===== config.mk =====
export PLATFORM = sky130hd
export DESIGN_NAME = serial_packet_deframer_unit
export DESIGN_NICKNAME = d
export VERILOG_FILES = /design/src/spd_pkg.sv /design/src/serial_packet_deframer_unit.sv /design/src/spd_parser.sv
export SDC_FILE = /design/constraint.sdc
export NUM_CORES = 1
export LEC_CHECK = 0
export ABC_CLOCK_PERIOD_IN_PS = 4250
export BUFFER_PORTS_ARGS = -buffer_cell sky130_fd_sc_hd__buf_2
export CORE_ASPECT_RATIO = 0.6
export CORE_UTILIZATION = 30
export CTS_BUF_LIST = sky130_fd_sc_hd__clkbuf_8
export DETAILED_ROUTE_END_ITERATION = 8
export SYNTH_ARGS = -nofsm -noshare
export SYNTH_HDL_FRONTEND = slang
export SYNTH_SLANG_ARGS = --single-unit

===== constraint.sdc =====
create_clock -name clk -period 4.25 [get_ports clk]
set_input_delay 0.425 -clock clk [delete_from_list [all_inputs] [get_ports clk]]
set_output_delay 0.425 -clock clk [all_outputs]
set_load 0.01 [all_outputs]

===== src/spd_pkg.sv =====
// Package for the serial packet deframer: parse phases, status codes,
// register indexes and the structs passed between the parser and the top level.
// No dependencies.
`default_nettype none

package spd_pkg;

  localparam int unsigned ByteW   = 8;
  localparam int unsigned StatusW = 3;
  localparam int unsigned PhaseW  = 2;
  localparam int unsigned CfgAddrW = 2;

  // Parse phases
  localparam logic [PhaseW-1:0] PH_IDENT = 2'd0;
  localparam logic [PhaseW-1:0] PH_DESC  = 2'd1;
  localparam logic [PhaseW-1:0] PH_LEN   = 2'd2;
  localparam logic [PhaseW-1:0] PH_DATA  = 2'd3;

  // Result status codes
  localparam logic [StatusW-1:0] ST_HEADER    = 3'd0;
  localparam logic [StatusW-1:0] ST_PAYLOAD   = 3'd1;
  localparam logic [StatusW-1:0] ST_EMPTY     = 3'd2;
  localparam logic [StatusW-1:0] ST_BAD_IDENT = 3'd3;
  localparam logic [StatusW-1:0] ST_TOO_LONG  = 3'd4;

  // Configuration register indexes
  localparam logic [CfgAddrW-1:0] REG_IDENT_FIRST  = 2'd0;
  localparam logic [CfgAddrW-1:0] REG_IDENT_SECOND = 2'd1;
  localparam logic [CfgAddrW-1:0] REG_MAX_PAYLOAD  = 2'd2;

  localparam logic [ByteW-1:0] MAX_PAYLOAD_RST = 8'hFF;

  typedef struct packed {
    logic [ByteW-1:0] ident_first;
    logic [ByteW-1:0] ident_second;
    logic [ByteW-1:0] max_payload;
  } spd_cfg_t;

  typedef struct packed {
    logic [PhaseW-1:0] phase;
    logic [ByteW-1:0]  ident;
    logic [ByteW-1:0]  desc;
    logic [ByteW-1:0]  len;
    logic [ByteW-1:0]  seen;
  } spd_state_t;

  typedef struct packed {
    logic [StatusW-1:0] status;
    logic [ByteW-1:0]   ident;
    logic [ByteW-1:0]   desc;
    logic [ByteW-1:0]   len;
    logic [ByteW-1:0]   pbyte;
    logic [ByteW-1:0]   pindex;
    logic               last;
  } spd_result_t;

endpackage

`default_nettype wire


===== src/serial_packet_deframer_unit.sv =====
// Top level of the serial packet deframer: configuration registers, parser
// state registers and the result register. Depends on spd_pkg and spd_parser.
//
// The deframer takes one received byte per transaction and recovers packets of
// the form identifier, descriptor, length, payload. Every accepted byte yields
// exactly one result, registered on accept in a single output register. A new
// byte is taken in every cycle as long as the result register is empty or is
// being drained in the same cycle, so the sustained rate is one byte per clock;
// the only thing that sets it is the combinational parse step from the parser
// state registers to the result register. Each result reports a status
// (header byte, payload byte, empty packet, bad identifier, length too long),
// the held identifier, descriptor and length of the current packet, and for
// payload bytes the byte and its index; tlast marks the final payload byte and
// an empty packet. A bad identifier keeps the parser hunting for an identifier;
// a length above max_payload reports an error and restarts the parse.
// Configuration writes are always ready and should only be issued while the
// block is idle; writes to an unused index are dropped.
`default_nettype none

module serial_packet_deframer_unit
  import spd_pkg::*;
(
  input  wire                 clk,
  input  wire                 rst_n,
  // input byte stream
  input  wire                 in_tvalid,
  output logic                in_tready,
  input  wire  [7:0]          in_tdata,   // [7:0] rx_byte
  // result stream
  output logic                out_tvalid,
  input  wire                 out_tready,
  output logic [39:0]         out_tdata,  // [7:0] packet_ident, [15:8] descriptor,
                                          // [23:16] packet_len, [31:24] payload_byte,
                                          // [39:32] payload_index
  output logic [2:0]          out_tuser,  // [2:0] status
  output logic                out_tlast,  // last
  // configuration writes
  input  wire                 cfg_valid,
  output logic                cfg_ready,
  input  wire  [CfgAddrW-1:0] cfg_addr,
  input  wire  [ByteW-1:0]    cfg_data
);

  spd_cfg_t    cfg_r;
  spd_state_t  state_r, state_nxt;
  spd_result_t res_r, res_nxt;
  logic        out_valid_r;
  logic        in_fire;

  // Accept while the result slot is free or draining this cycle
  assign in_tready = !out_valid_r || out_tready;
  assign in_fire   = in_tvalid && in_tready;
  assign cfg_ready = 1'b1;

  spd_parser u_parser (
    .state_i (state_r),
    .cfg_i   (cfg_r),
    .byte_i  (in_tdata),
    .state_o (state_nxt),
    .res_o   (res_nxt)
  );

  // Configuration registers
  always_ff @(posedge clk) begin
    if (!rst_n) begin
      cfg_r.ident_first  <= '0;
      cfg_r.ident_second <= '0;
      cfg_r.max_payload  <= MAX_PAYLOAD_RST;
    end else if (cfg_valid) begin
      unique case (cfg_addr)
        REG_IDENT_FIRST:  cfg_r.ident_first  <= cfg_data;
        REG_IDENT_SECOND: cfg_r.ident_second <= cfg_data;
        REG_MAX_PAYLOAD:  cfg_r.max_payload  <= cfg_data;
        default: ;  // drop writes to unused indexes
      endcase
    end
  end

  // Parser state: advance on every accepted byte
  always_ff @(posedge clk) begin
    if (!rst_n) begin
      state_r <= '0;  // phase resets to PH_IDENT, held fields to zero
    end else if (in_fire) begin
      state_r <= state_nxt;
    end
  end

  // Result register: hold until taken, load on accept
  always_ff @(posedge clk) begin
    if (!rst_n) begin
      out_valid_r <= 1'b0;
    end else if (in_fire) begin
      out_valid_r <= 1'b1;
    end else if (out_tready) begin
      out_valid_r <= 1'b0;
    end
  end

  always_ff @(posedge clk) begin
    if (in_fire) begin
      res_r <= res_nxt;
    end
  end

  assign out_tvalid = out_valid_r;
  assign out_tdata  = {res_r.pindex, res_r.pbyte, res_r.len, res_r.desc, res_r.ident};
  assign out_tuser  = res_r.status;
  assign out_tlast  = res_r.last;

endmodule

`default_nettype wire


===== src/spd_parser.sv =====
// One parse step of the deframer: next parser state and the result for one byte.
// Purely combinational; depends on spd_pkg.
`default_nettype none

module spd_parser
  import spd_pkg::*;
(
  input  wire spd_state_t  state_i,
  input  wire spd_cfg_t    cfg_i,
  input  wire [ByteW-1:0]  byte_i,
  output spd_state_t       state_o,
  output spd_result_t      res_o
);

  logic             ident_ok;
  logic [ByteW:0]   seen_inc;
  logic             data_end;

  assign ident_ok = (byte_i == cfg_i.ident_first) || (byte_i == cfg_i.ident_second);
  assign seen_inc = {1'b0, state_i.seen} + {{ByteW{1'b0}}, 1'b1};
  assign data_end = seen_inc >= {1'b0, state_i.len};

  always_comb begin
    state_o    = state_i;
    res_o      = '0;
    res_o.status = ST_HEADER;
    unique case (state_i.phase)
      PH_IDENT: begin
        state_o.ident = byte_i;
        if (ident_ok) begin
          state_o.phase = PH_DESC;
        end else begin
          res_o.status  = ST_BAD_IDENT;
          state_o.phase = PH_IDENT;
        end
      end
      PH_DESC: begin
        state_o.desc  = byte_i;
        state_o.phase = PH_LEN;
      end
      PH_LEN: begin
        state_o.len  = byte_i;
        state_o.seen = '0;
        if (byte_i == '0) begin
          res_o.status  = ST_EMPTY;
          res_o.last    = 1'b1;
          state_o.phase = PH_IDENT;
        end else if (byte_i > cfg_i.max_payload) begin
          res_o.status  = ST_TOO_LONG;
          state_o.phase = PH_IDENT;
        end else begin
          state_o.phase = PH_DATA;
        end
      end
      PH_DATA: begin
        res_o.status = ST_PAYLOAD;
        res_o.pbyte  = byte_i;
        res_o.pindex = state_i.seen;
        if (data_end) begin
          res_o.last    = 1'b1;
          state_o.phase = PH_IDENT;
          state_o.seen  = '0;
        end else begin
          state_o.seen = seen_inc[ByteW-1:0];
        end
      end
      default: begin
        state_o = state_i;
      end
    endcase
    // header fields always show the held values after this step
    res_o.ident = state_o.ident;
    res_o.desc  = state_o.desc;
    res_o.len   = state_o.len;
  end

endmodule

`default_nettype wire


==> flow_metrics.py, run 1 <==
metrics = {
    "run_status": {
        "status": "finished, final reports clean",
    },
    "power": {
        "p_per_area_nw_per_um2": 379.5,
        "vdd_drop_max_mv": 0.1707,
        "leakage_nw": 2.228,
    },
    "synthesis": {
        "avgSynthCellArea_sq_um": 10.35,
        "ys_top_cells_by_count": "59 x dfxtp_1, 49 x nand2_1, 48 x nor2_1",
        "ys_ff_latch": 103,
        "synthDistinctLibCells": 48,
        "synth_edf_count": 44,
        "synth_top_cell_area_share_pct": 28.12,
        "syn_nets": 494,
        "ys_warn_count": 0,
        "async_flop_share_pct": 0,
        "yosysTopAreaCell": "edfxtp_1",
        "yosysMostFrequentCell": "dfxtp_1",
        "netlist_area_sq_um": 4698,
        "synthTopCellsByArea": "edfxtp_1 28%, dfxtp_1 25%, ha_1 4.5%, nand2_1 3.9%, nor2_1 3.8%",
        "yosysSeqAreaShare_pct": 53.26,
        "netlist_instances": 454,
        "ys.flop_type": "dfxtp_1",
    },
    "routing": {
        "vias": 3473,
        "route.antenna.remaining_nets": 0,
        "drc": 0,
        "drt_iter0_markers": 216,
        "firstDrtPassIters": 4,
        "routedWlPerCell_um": 16.32,
        "wl_mm": 11.62,
        "vias_per_cell": 4.878,
    },
    "critical_path": {
        "arrival_ns": 3.37,
        "required_ns": 4.39,
        "end_kind": "flip-flop",
        "r2r_cells": 10,
        "rr_startpoint": "state_r[0]",
        "start_kind": "flip-flop",
        "r2r_slack_ns": 1.02,
        "critPathSlowestCell": "nor3_2",
        "slowest_delay_ns": 0.64,
        "path_cells": "ha_1 > nand4_1 > and2_1 > or2_1 > ha_1 > and3_4 > nor2b_1 > nor3_2 > a21boi_0 > o21a_1",
        "crit_type": "flip-flop to flip-flop",
        "crit_top_cell": "ha_1",
        "reg2reg_to": "out_tlast",
        "cp_max_fo": 12,
    },
    "job": {
        "cap_violations": 0,
    },
    "floorplan": {
        "core-area_sq_um": 15330,
        "die_width_um": 163.6,
        "io_pins": 70,
        "die-area_sq_um": 16180,
        "initial_core_util_pct": 30.65,
        "rows": 35,
        "die_y_um": 98.94,
    },
    "timing": {
        "finalSetupViolations": 0,
        "fin_setup_tns_ns": 0,
        "max_freq_mhz": 309.6,
        "rsz0062_at_grt": "no",
        "slew_violations": 0,
        "hold_viol_final": 0,
        "slew_headroom_pct": 42.42,
        "min_period_ns": 3.230,
        "clock_skew_ns": 0.01116,
        "fin_crit_sh_pct": 76.01,
        "tightestPinTransition_ns": 0.8624,
    },
    "hold_path": {
        "hp-class": "input pin to flip-flop",
        "holdPathStages": 3,
        "hold_end": "out_tvalid",
        "hold_start": "in_tvalid",
    },
    "clock_network": {
        "clockRootBuffer": "clkbuf_8",
        "cts_tree": "done",
        "clk-insertion-delay-late_ns": 0.38,
        "cts_sinks": 103,
        "clock_path_buffers": 2,
        "post-cts-setup-buffer-count": 0,
        "numCtsBuffers": 9,
        "hold_buffers": 0,
        "cts-resized-gates": 0,
        "cts_max_level": 3,
        "clkTransAtPathRegs_ns": 0.10,
    },
    "grt": {
        "grt_antenna_before_repair": 0,
        "grt_pass1_vias": 3434,
        "grt_max_degree": 47,
        "overflow": 0,
        "grt_pass1_wl_mm": 18.51,
        "grt_usage_pct": 15.11,
    },
    "layout": {
        "num_antenna_cells": 0,
        "fill_cells": 1551,
        "final_core_util_pct": 34.94,
        "area_growth_pct": 13.98,
        "layout.nets": 545,
        "drive_gt1_share_pct": 20.63,
    },
    "placement": {
        "place.detailed.hpwl_mm": 8.030,
        "numPortBuffers": 68,
        "gp_congestion": 0.8221,
    },
}
[worst max-delay path, delay by kind of cell, from the launching register on]
kind	cells	cell delay, ns
adders and majority gates	2	0.59
DFF	1	0.45
and+or+nand+nor	6	1.51
AOI/OAI and AO/OA	2	0.44
[how the worst max path moves through the flow]
stage / startpoint / slack [ns] / to / cells after the start
6_report: state_r[0] / 1.02 / out_tlast / 10
5_1_grt: state_r[0] / 0.78 / out_tlast / 10
4_1_cts: state_r[0] / 1.06 / out_tlast / 10
3_5_place_dp: state_r[0] / 1.09 / out_tlast / 10
3_3_place_gp: state_r[0] / 1.20 / out_tlast / 10
2_1_floorplan: state_r[0] / 1.74 / state_r[2] / 10
[per-layer routing]
metal  up-vias  part of all wire, %  track usage [%]
met1      1669                   52            22.78
met4         0                 0.63            3.632
met5         -                    0                0
met3         6                  7.5            4.377
met2       107                   40            20.80
li1       1691                    -                -
[placed cells by master (no fill, tap or decap), drive strengths merged, types with 4 or more instances in the layout]
cell / Yosys / final
nor3: 10 / 10
a21oi: 20 / 20
o21ai: 13 / 13
nand4: 12 / 12
clkbuf: 13 / 9
edfxtp: 44 / 44
xnor2: 19 / 19
nand2: 49 / 49
mux2i: 16 / 16
nor2: 49 / 49
and3: 18 / 18
o211ai: 12 / 12
dfxtp: 59 / 59
a31oi: 4 / 4
ha: 17 / 17
nor2b: 5 / 5
a211oi: 7 / 7
mux2: 17 / 17
buf: 19 / 72
inv: 20 / 23
[metrics by stage]
stage	area, sq um	instances	hold WS, ns	total power (W)	setup WS [ns]
2_1_floorplan	4698	454	0.4338	0.001347	1.735
3_3_place_gp	5169	697	0.4389	0.001438	1.201
3_5_place_dp	5169	697	0.4470	0.001444	1.093
4_1_cts	5355	712	0.2715	0.002057	1.056
5_1_grt	5355	712	0.3006	0.002123	0.7770
6_report	5355	712	0.2844	0.002033	1.020
[flip-flops by register name (all words and copies together) (netlist names)]
register / count
out_tdata: 40
state_r: 34
cfg_r: 24
out_tuser: 3
out_tlast: 1
out_tvalid: 1
[cell type report]
class,count,area (sq um),area share [%]
Timing Repair Buffer,72,370.4,6.916
Inverter,20,75.07,1.402
Tap cell,203,254.0,4.743
Clock buffer,9,123.9,2.313
Sequential cell,103,2502,46.73
Multi-Input combinational cell,299,1967,36.73
Clock inverter,6,62.56,1.168
[cells by family after synthesis]
logic type | share of synthesized area [%]
AO/OA/AOI/OAI | 9.534
adder cells (fa/ha/maj) | 4.527
flip-flops | 53.26
XOR/XNOR | 3.728
other | 0.07982
multiplexers | 7.483
AND/OR/NAND/NOR | 16.51
buffers and inverters | 4.874
[power by group]
part | switching (W) | internal [W] | leakage (nW)
clock | 0.000340 | 0.000268 | 0.0983
sequential | 0.0000348 | 0.00110 | 0.923
combinational | 0.000177 | 0.000110 | 1.21
total | 0.000552 | 0.00148 | 2.23
Note: power is estimated with default switching activity, not from simulation.
==> run 2, diff against run 1 <==
--- a/config.mk
+++ b/config.mk
@@ -5,7 +5,7 @@
 export SDC_FILE = /design/constraint.sdc
 export NUM_CORES = 1
 export LEC_CHECK = 0
-export ABC_CLOCK_PERIOD_IN_PS = 4250
+export ABC_CLOCK_PERIOD_IN_PS = 3100
 export BUFFER_PORTS_ARGS = -buffer_cell sky130_fd_sc_hd__buf_2
 export CORE_ASPECT_RATIO = 0.6
 export CORE_UTILIZATION = 30
==> constraint.sdc (replaced) <==
create_clock -name clk -period 3.1 [get_ports clk]
set_input_delay 0.31 -clock clk [delete_from_list [all_inputs] [get_ports clk]]
set_output_delay 0.31 -clock clk [all_outputs]
set_load 0.01 [all_outputs]
==> flow_metrics.py, run 2 (synthesis gave the netlist of run 1 again) <==
metrics = {
    "floorplan": {
        "core-area_sq_um": 15330,
        "io_pins": 70,
        "die_width_um": 163.6,
        "initial_core_util_pct": 30.65,
        "die_y_um": 98.94,
        "die-area_sq_um": 16180,
        "rows": 35,
    },
    "critical_path": {
        "cp_top_family": "simple AND/OR/NAND/NOR gates",
        "arrival_ns": 3.16,
        "slowest_delay_ns": 0.49,
        "path_cells": "ha_1 > nand4_1 > and2_1 > or2_1 > ha_1 > and3_4 > and3_4 > a2111oi_4 > a31oi_1 > a31oi_1",
        "crit_type": "flip-flop to flip-flop",
        "end_kind": "flip-flop",
        "required_ns": 3.41,
        "cp_max_fo": 7,
        "critPathSlowestCell": "a2111oi_4",
        "timing.critical_path.buf_inv": 0,
        "start_kind": "flip-flop",
    },
    "routing": {
        "wl_mm": 11.49,
        "vias": 3462,
        "vias_per_cell": 4.835,
        "firstDrtPassIters": 4,
        "drc": 0,
        "routedWlPerCell_um": 16.04,
        "route.antenna.remaining_nets": 0,
        "drt_iter0_markers": 322,
    },
    "clock_network": {
        "clkTransAtPathRegs_ns": 0.10,
        "clk-insertion-delay-late_ns": 0.37,
        "cts_max_level": 3,
        "cts_tree": "done",
        "cts-resized-gates": 0,
        "hold_buffers": 0,
        "numCtsBuffers": 9,
        "clock_path_buffers": 2,
        "cts_sinks": 103,
        "clockRootBuffer": "clkbuf_8",
        "post-cts-setup-buffer-count": 0,
    },
    "timing": {
        "slew_violations": 0,
        "rsz0062_at_grt": "no",
        "clock_skew_ns": 0.01186,
        "fin_crit_sh_pct": 92.03,
        "hold_viol_final": 0,
        "fin_setup_tns_ns": 0,
        "max_freq_mhz": 350.5,
        "finalSetupViolations": 0,
        "fin_ws_ns": 0.2470,
        "tightestPinTransition_ns": 0.8655,
        "timing.hold.ws_ns": 0.1741,
        "min_period_ns": 2.853,
        "slew_headroom_pct": 42.22,
    },
    "placement": {
        "place.detailed.hpwl_mm": 8.103,
        "post-place-ws_ns": 0.2582,
        "gp_congestion": 0.8097,
        "numPortBuffers": 68,
    },
    "layout": {
        "fill_cells": 1539,
        "multi_input_area_sq_um": 1967,
        "seq_area_sq_um": 2502,
        "layout.nets": 548,
        "largest_register_ffs": 40,
        "drive_gt1_share_pct": 21.44,
        "area_growth_pct": 14.65,
        "num_antenna_cells": 0,
        "layout_common_cells": "68 x buf_2, 59 x dfxtp_1, 49 x nand2_1",
        "final_common_cell": "buf_2",
    },
    "power": {
        "p_int_w": 0.002041,
        "p_per_area_nw_per_um2": 520.9,
        "vdd_drop_max_mv": 0.2220,
        "switchingPower_w": 0.0007651,
        "leakage_nw": 2.246,
        "combPwrFrac_pct": 14.2,
        "switching_share_pct": 27.27,
        "clock_power_share_pct": 30.3,
        "pwr-share-seq_pct": 55.5,
    },
    "job": {
        "cap_violations": 0,
    },
    "grt": {
        "grt_pass1_vias": 3312,
        "overflow": 0,
        "grt_pass1_wl_mm": 18.33,
        "grt_max_degree": 47,
        "grt_antenna_before_repair": 0,
        "grt_usage_pct": 15.07,
    },
    "hold_path": {
        "hp-class": "input pin to flip-flop",
    },
    "run_status": {
        "status": "finished, final reports clean",
    },
}
==> run 2: cell types whose count changed in the layout (fill, tap and decap cells not counted), sizes merged <==
cell,change
buf,+3
clkinv,+1
==> run 2: layout make-up <==
class                   instances  area share, %
flip-flops and latches        103          46.46
multi-input cells             299          36.52
repair buffers                 75          7.294
well taps                     203          4.715
clock buffers                   9          2.300
inverters                      20          1.394
clock inverters                 7          1.324
==> run 2: worst min-delay path: stages <==
cell and delay (ns):
buf_2 0.10, inv_1 0.04, a21oi_1 0.05
==> run 2: power groups by stage <==
| stage | registers, W | logic [W] | clock network (W) |
|---|---|---|---|
| after global placement | 0.00159 | 0.000390 | 0 |
| after floorplan | 0.00159 | 0.000254 | 0 |
| after global routing | 0.00157 | 0.000441 | 0.000931 |
| after CTS | 0.00156 | 0.000401 | 0.000873 |
| final | 0.00156 | 0.000398 | 0.000851 |
| after detailed placement | 0.00159 | 0.000397 | 0 |
==> run 2: worst paths after layout <==
| kind | startpoint | endpoint | slack [ns] | depth (start not counted) |
|---|---|---|---|---|
| hold / removal | in_tvalid | out_tvalid | 0.17 | 3 |
| setup reg to reg | state_r[0] | state_r[2] | 0.25 | 10 |
| hold reg to reg | state_r[24] | state_r[24] | 0.46 | 2 |
| setup / recovery | state_r[0] | state_r[2] | 0.25 | 10 |
==> run 2: routing by layer <==
metal	vias to the layer above	wire, um	GRT usage [%]
met5	-	0	0
met4	0	102	3.490
met3	10	711	3.788
met2	104	4499	20.99
met1	1651	6172	22.92
li1	1697	-	-
==> run 2: stage by stage <==
stage          instances  cell area, sq um  util (%)  power, W
2_1_floorplan        454              4698         -  0.001847
3_3_place_gp         700              5191     33.87  0.001976
3_5_place_dp         700              5191     33.87  0.001985
4_1_cts              716              5386     35.14  0.002833
5_1_grt              716              5386     35.14  0.002942
6_report             716              5386     35.14  0.002806
==> run 3, diff against run 2 <==
--- a/config.mk
+++ b/config.mk
@@ -5,12 +5,13 @@
 export SDC_FILE = /design/constraint.sdc
 export NUM_CORES = 1
 export LEC_CHECK = 0
-export ABC_CLOCK_PERIOD_IN_PS = 3100
+export ABC_CLOCK_PERIOD_IN_PS = 2410
 export BUFFER_PORTS_ARGS = -buffer_cell sky130_fd_sc_hd__buf_2
-export CORE_ASPECT_RATIO = 0.6
+export CORE_ASPECT_RATIO = 1.75
 export CORE_UTILIZATION = 30
 export CTS_BUF_LIST = sky130_fd_sc_hd__clkbuf_8
 export DETAILED_ROUTE_END_ITERATION = 8
+export GPL_ROUTABILITY_DRIVEN = 0
 export SYNTH_ARGS = -nofsm -noshare
 export SYNTH_HDL_FRONTEND = slang
 export SYNTH_SLANG_ARGS = --single-unit
==> constraint.sdc (replaced) <==
create_clock -name clk -period 2.41 [get_ports clk]
set_input_delay 0.241 -clock clk [delete_from_list [all_inputs] [get_ports clk]]
set_output_delay 0.241 -clock clk [all_outputs]
set_load 0.01 [all_outputs]
==> flow_metrics.py, run 3 (synthesis gave the netlist of run 1 again) <==
metrics = {
    "floorplan": {
        "die_y_um": 167.6,
        "core-area_sq_um": 15310,
        "die-area_sq_um": 16190,
        "die_width_um": 96.60,
        "rows": 60,
        "initial_core_util_pct": 30.68,
        "io_pins": 70,
    },
    "critical_path": {
        "rr_startpoint": "state_r[4]",
        "reg2reg_to": "out_tlast",
        "cp_top_family": "simple AND/OR/NAND/NOR gates",
        "cp_max_fo": 3,
        "critPathSlowestCell": "dfxtp_1",
        "slowest_delay_ns": 0.38,
        "r2r_cells": 11,
        "arrival_ns": 2.47,
        "timing.critical_path.buf_inv": 2,
        "crit_top_cell": "buf_4",
        "end_kind": "flip-flop",
        "start_kind": "flip-flop",
        "required_ns": 2.55,
        "crit_type": "flip-flop to flip-flop",
        "path_cells": "buf_4 > nand4_1 > buf_4 > nor2_1 > or2_1 > ha_4 > and3_4 > nor2b_1 > nor3_2 > a21boi_0 > o21a_1",
        "r2r_slack_ns": 0.07,
    },
    "grt": {
        "grt_max_degree": 29,
        "grt_antenna_before_repair": 0,
        "overflow": 0,
        "grt_pass1_wl_mm": 17.89,
        "grt_usage_pct": 14.12,
        "grt_pass1_vias": 3473,
    },
    "layout": {
        "layout_common_cells": "68 x buf_2, 55 x dfxtp_1, 49 x nand2_1",
        "final_core_util_pct": 36.81,
        "drive_gt1_share_pct": 27.72,
        "fill_cells": 1545,
        "num_antenna_cells": 0,
        "area_growth_pct": 20.00,
        "layout.nets": 569,
        "final_common_cell": "buf_2",
        "largest_register_ffs": 40,
    },
    "clock_network": {
        "clockRootBuffer": "clkbuf_8",
        "cts_tree": "done",
        "clkTransAtPathRegs_ns": 0.10,
        "cts_max_level": 3,
        "clock_path_buffers": 2,
        "numCtsBuffers": 9,
        "clk-insertion-delay-late_ns": 0.37,
        "cts_sinks": 103,
        "hold_buffers": 0,
    },
    "timing": {
        "hold_viol_final": 0,
        "min_period_ns": 2.338,
        "slew_violations": 0,
        "slew_headroom_pct": 63.15,
        "clock_skew_ns": 0.008886,
        "timing.hold.ws_ns": 0.1151,
        "fin_crit_sh_pct": 97.01,
        "tightestPinTransition_ns": 0.5511,
        "fin_setup_tns_ns": 0,
        "max_freq_mhz": 427.7,
        "rsz0062_at_grt": "yes",
        "finalSetupViolations": 0,
    },
    "placement": {
        "place.detailed.hpwl_mm": 8.379,
        "numPortBuffers": 68,
    },
    "power": {
        "p_total_w": 0.003689,
        "vdd_drop_max_mv": 0.3528,
        "leakage_nw": 2.384,
        "p_per_area_nw_per_um2": 654.4,
    },
    "routing": {
        "route.antenna.remaining_nets": 0,
        "firstDrtPassIters": 4,
        "drc": 0,
        "drt_iter0_markers": 174,
        "wl_met2_mm": 6.356,
        "wl_mm": 11.41,
        "vias": 3522,
        "top_layer": "met4",
        "routedWlPerCell_um": 15.85,
        "wl_met1_mm": 4.418,
        "vias_per_cell": 4.892,
        "wl_met3_um": 335,
    },
    "hold_path": {
        "hp-class": "input pin to flip-flop",
        "holdPathStages": 3,
        "hold_start": "in_tvalid",
        "hold_end": "out_tvalid",
    },
    "job": {
        "cap_violations": 0,
    },
    "run_status": {
        "status": "finished, final reports clean",
    },
}
## run 3: how the worst max path moves through the flow
stage                  end  slack (ns)       start  depth (start not counted)
2_1_floorplan   state_r[2]        0.01  state_r[1]                         10
3_3_place_gp    state_r[3]       -0.03  state_r[1]                         10
3_5_place_dp    state_r[0]       -0.08  state_r[1]                         11
4_1_cts         state_r[3]      0.0009  state_r[2]                         10
5_1_grt        state_r[32]       -0.02  state_r[0]                         10
6_report         out_tlast        0.07  state_r[4]                         11
## run 3: per-layer routing
layer,GRT usage (%),vias to the layer above
li1,-,1745
met1,15.06,1687
met2,26.27,74
met3,2.546,16
met4,7.008,0
met5,0,-
## run 3: worst reg2reg max path, stage by stage, from the launching register on
cell and delay, ns:
dfxtp_1 0.38, buf_4 0.13, nand4_1 0.12, buf_4 0.17, nor2_1 0.13, or2_1 0.16, ha_4 0.20, and3_4 0.14
nor2b_1 0.13, nor3_2 0.22, a21boi_0 0.12, o21a_1 0.20
## run 3: per-stage QoR
stage          setup slack (ns)  instance area [sq um]  std cells
3_5_place_dp           -0.08108                   5306        699
5_1_grt                -0.02418                   5638        720
2_1_floorplan           0.01067                   4702        454
6_report                0.07197                   5638        720
4_1_cts               0.0009490                   5583        719
3_3_place_gp           -0.03331                   5306        699
## run 3: what timing repair did
action,in CTS,in global routing
setup endpoints to repair,10,11
resized for setup,8,9
gates cloned,0,0
pin swaps,11,4
setup buffers,4,1
## run 3: cell type report
type / instances / area, sq um / share of cell area [%]
clock inverters: 7 / 86.33 / 1.531
well taps: 186 / 232.7 / 4.128
repair buffers: 96 / 563.0 / 9.987
flip-flops and latches: 103 / 2510 / 44.52
multi-input cells: 299 / 2047 / 36.31
inverters: 20 / 75.07 / 1.332
clock buffers: 9 / 123.9 / 2.197
## run 3: power breakdown
group	switching [W]	internal [W]
Clock	0.000647	0.000506
Combinational	0.000334	0.000217
Sequential	0.0000431	0.00194
Total	0.00102	0.00267
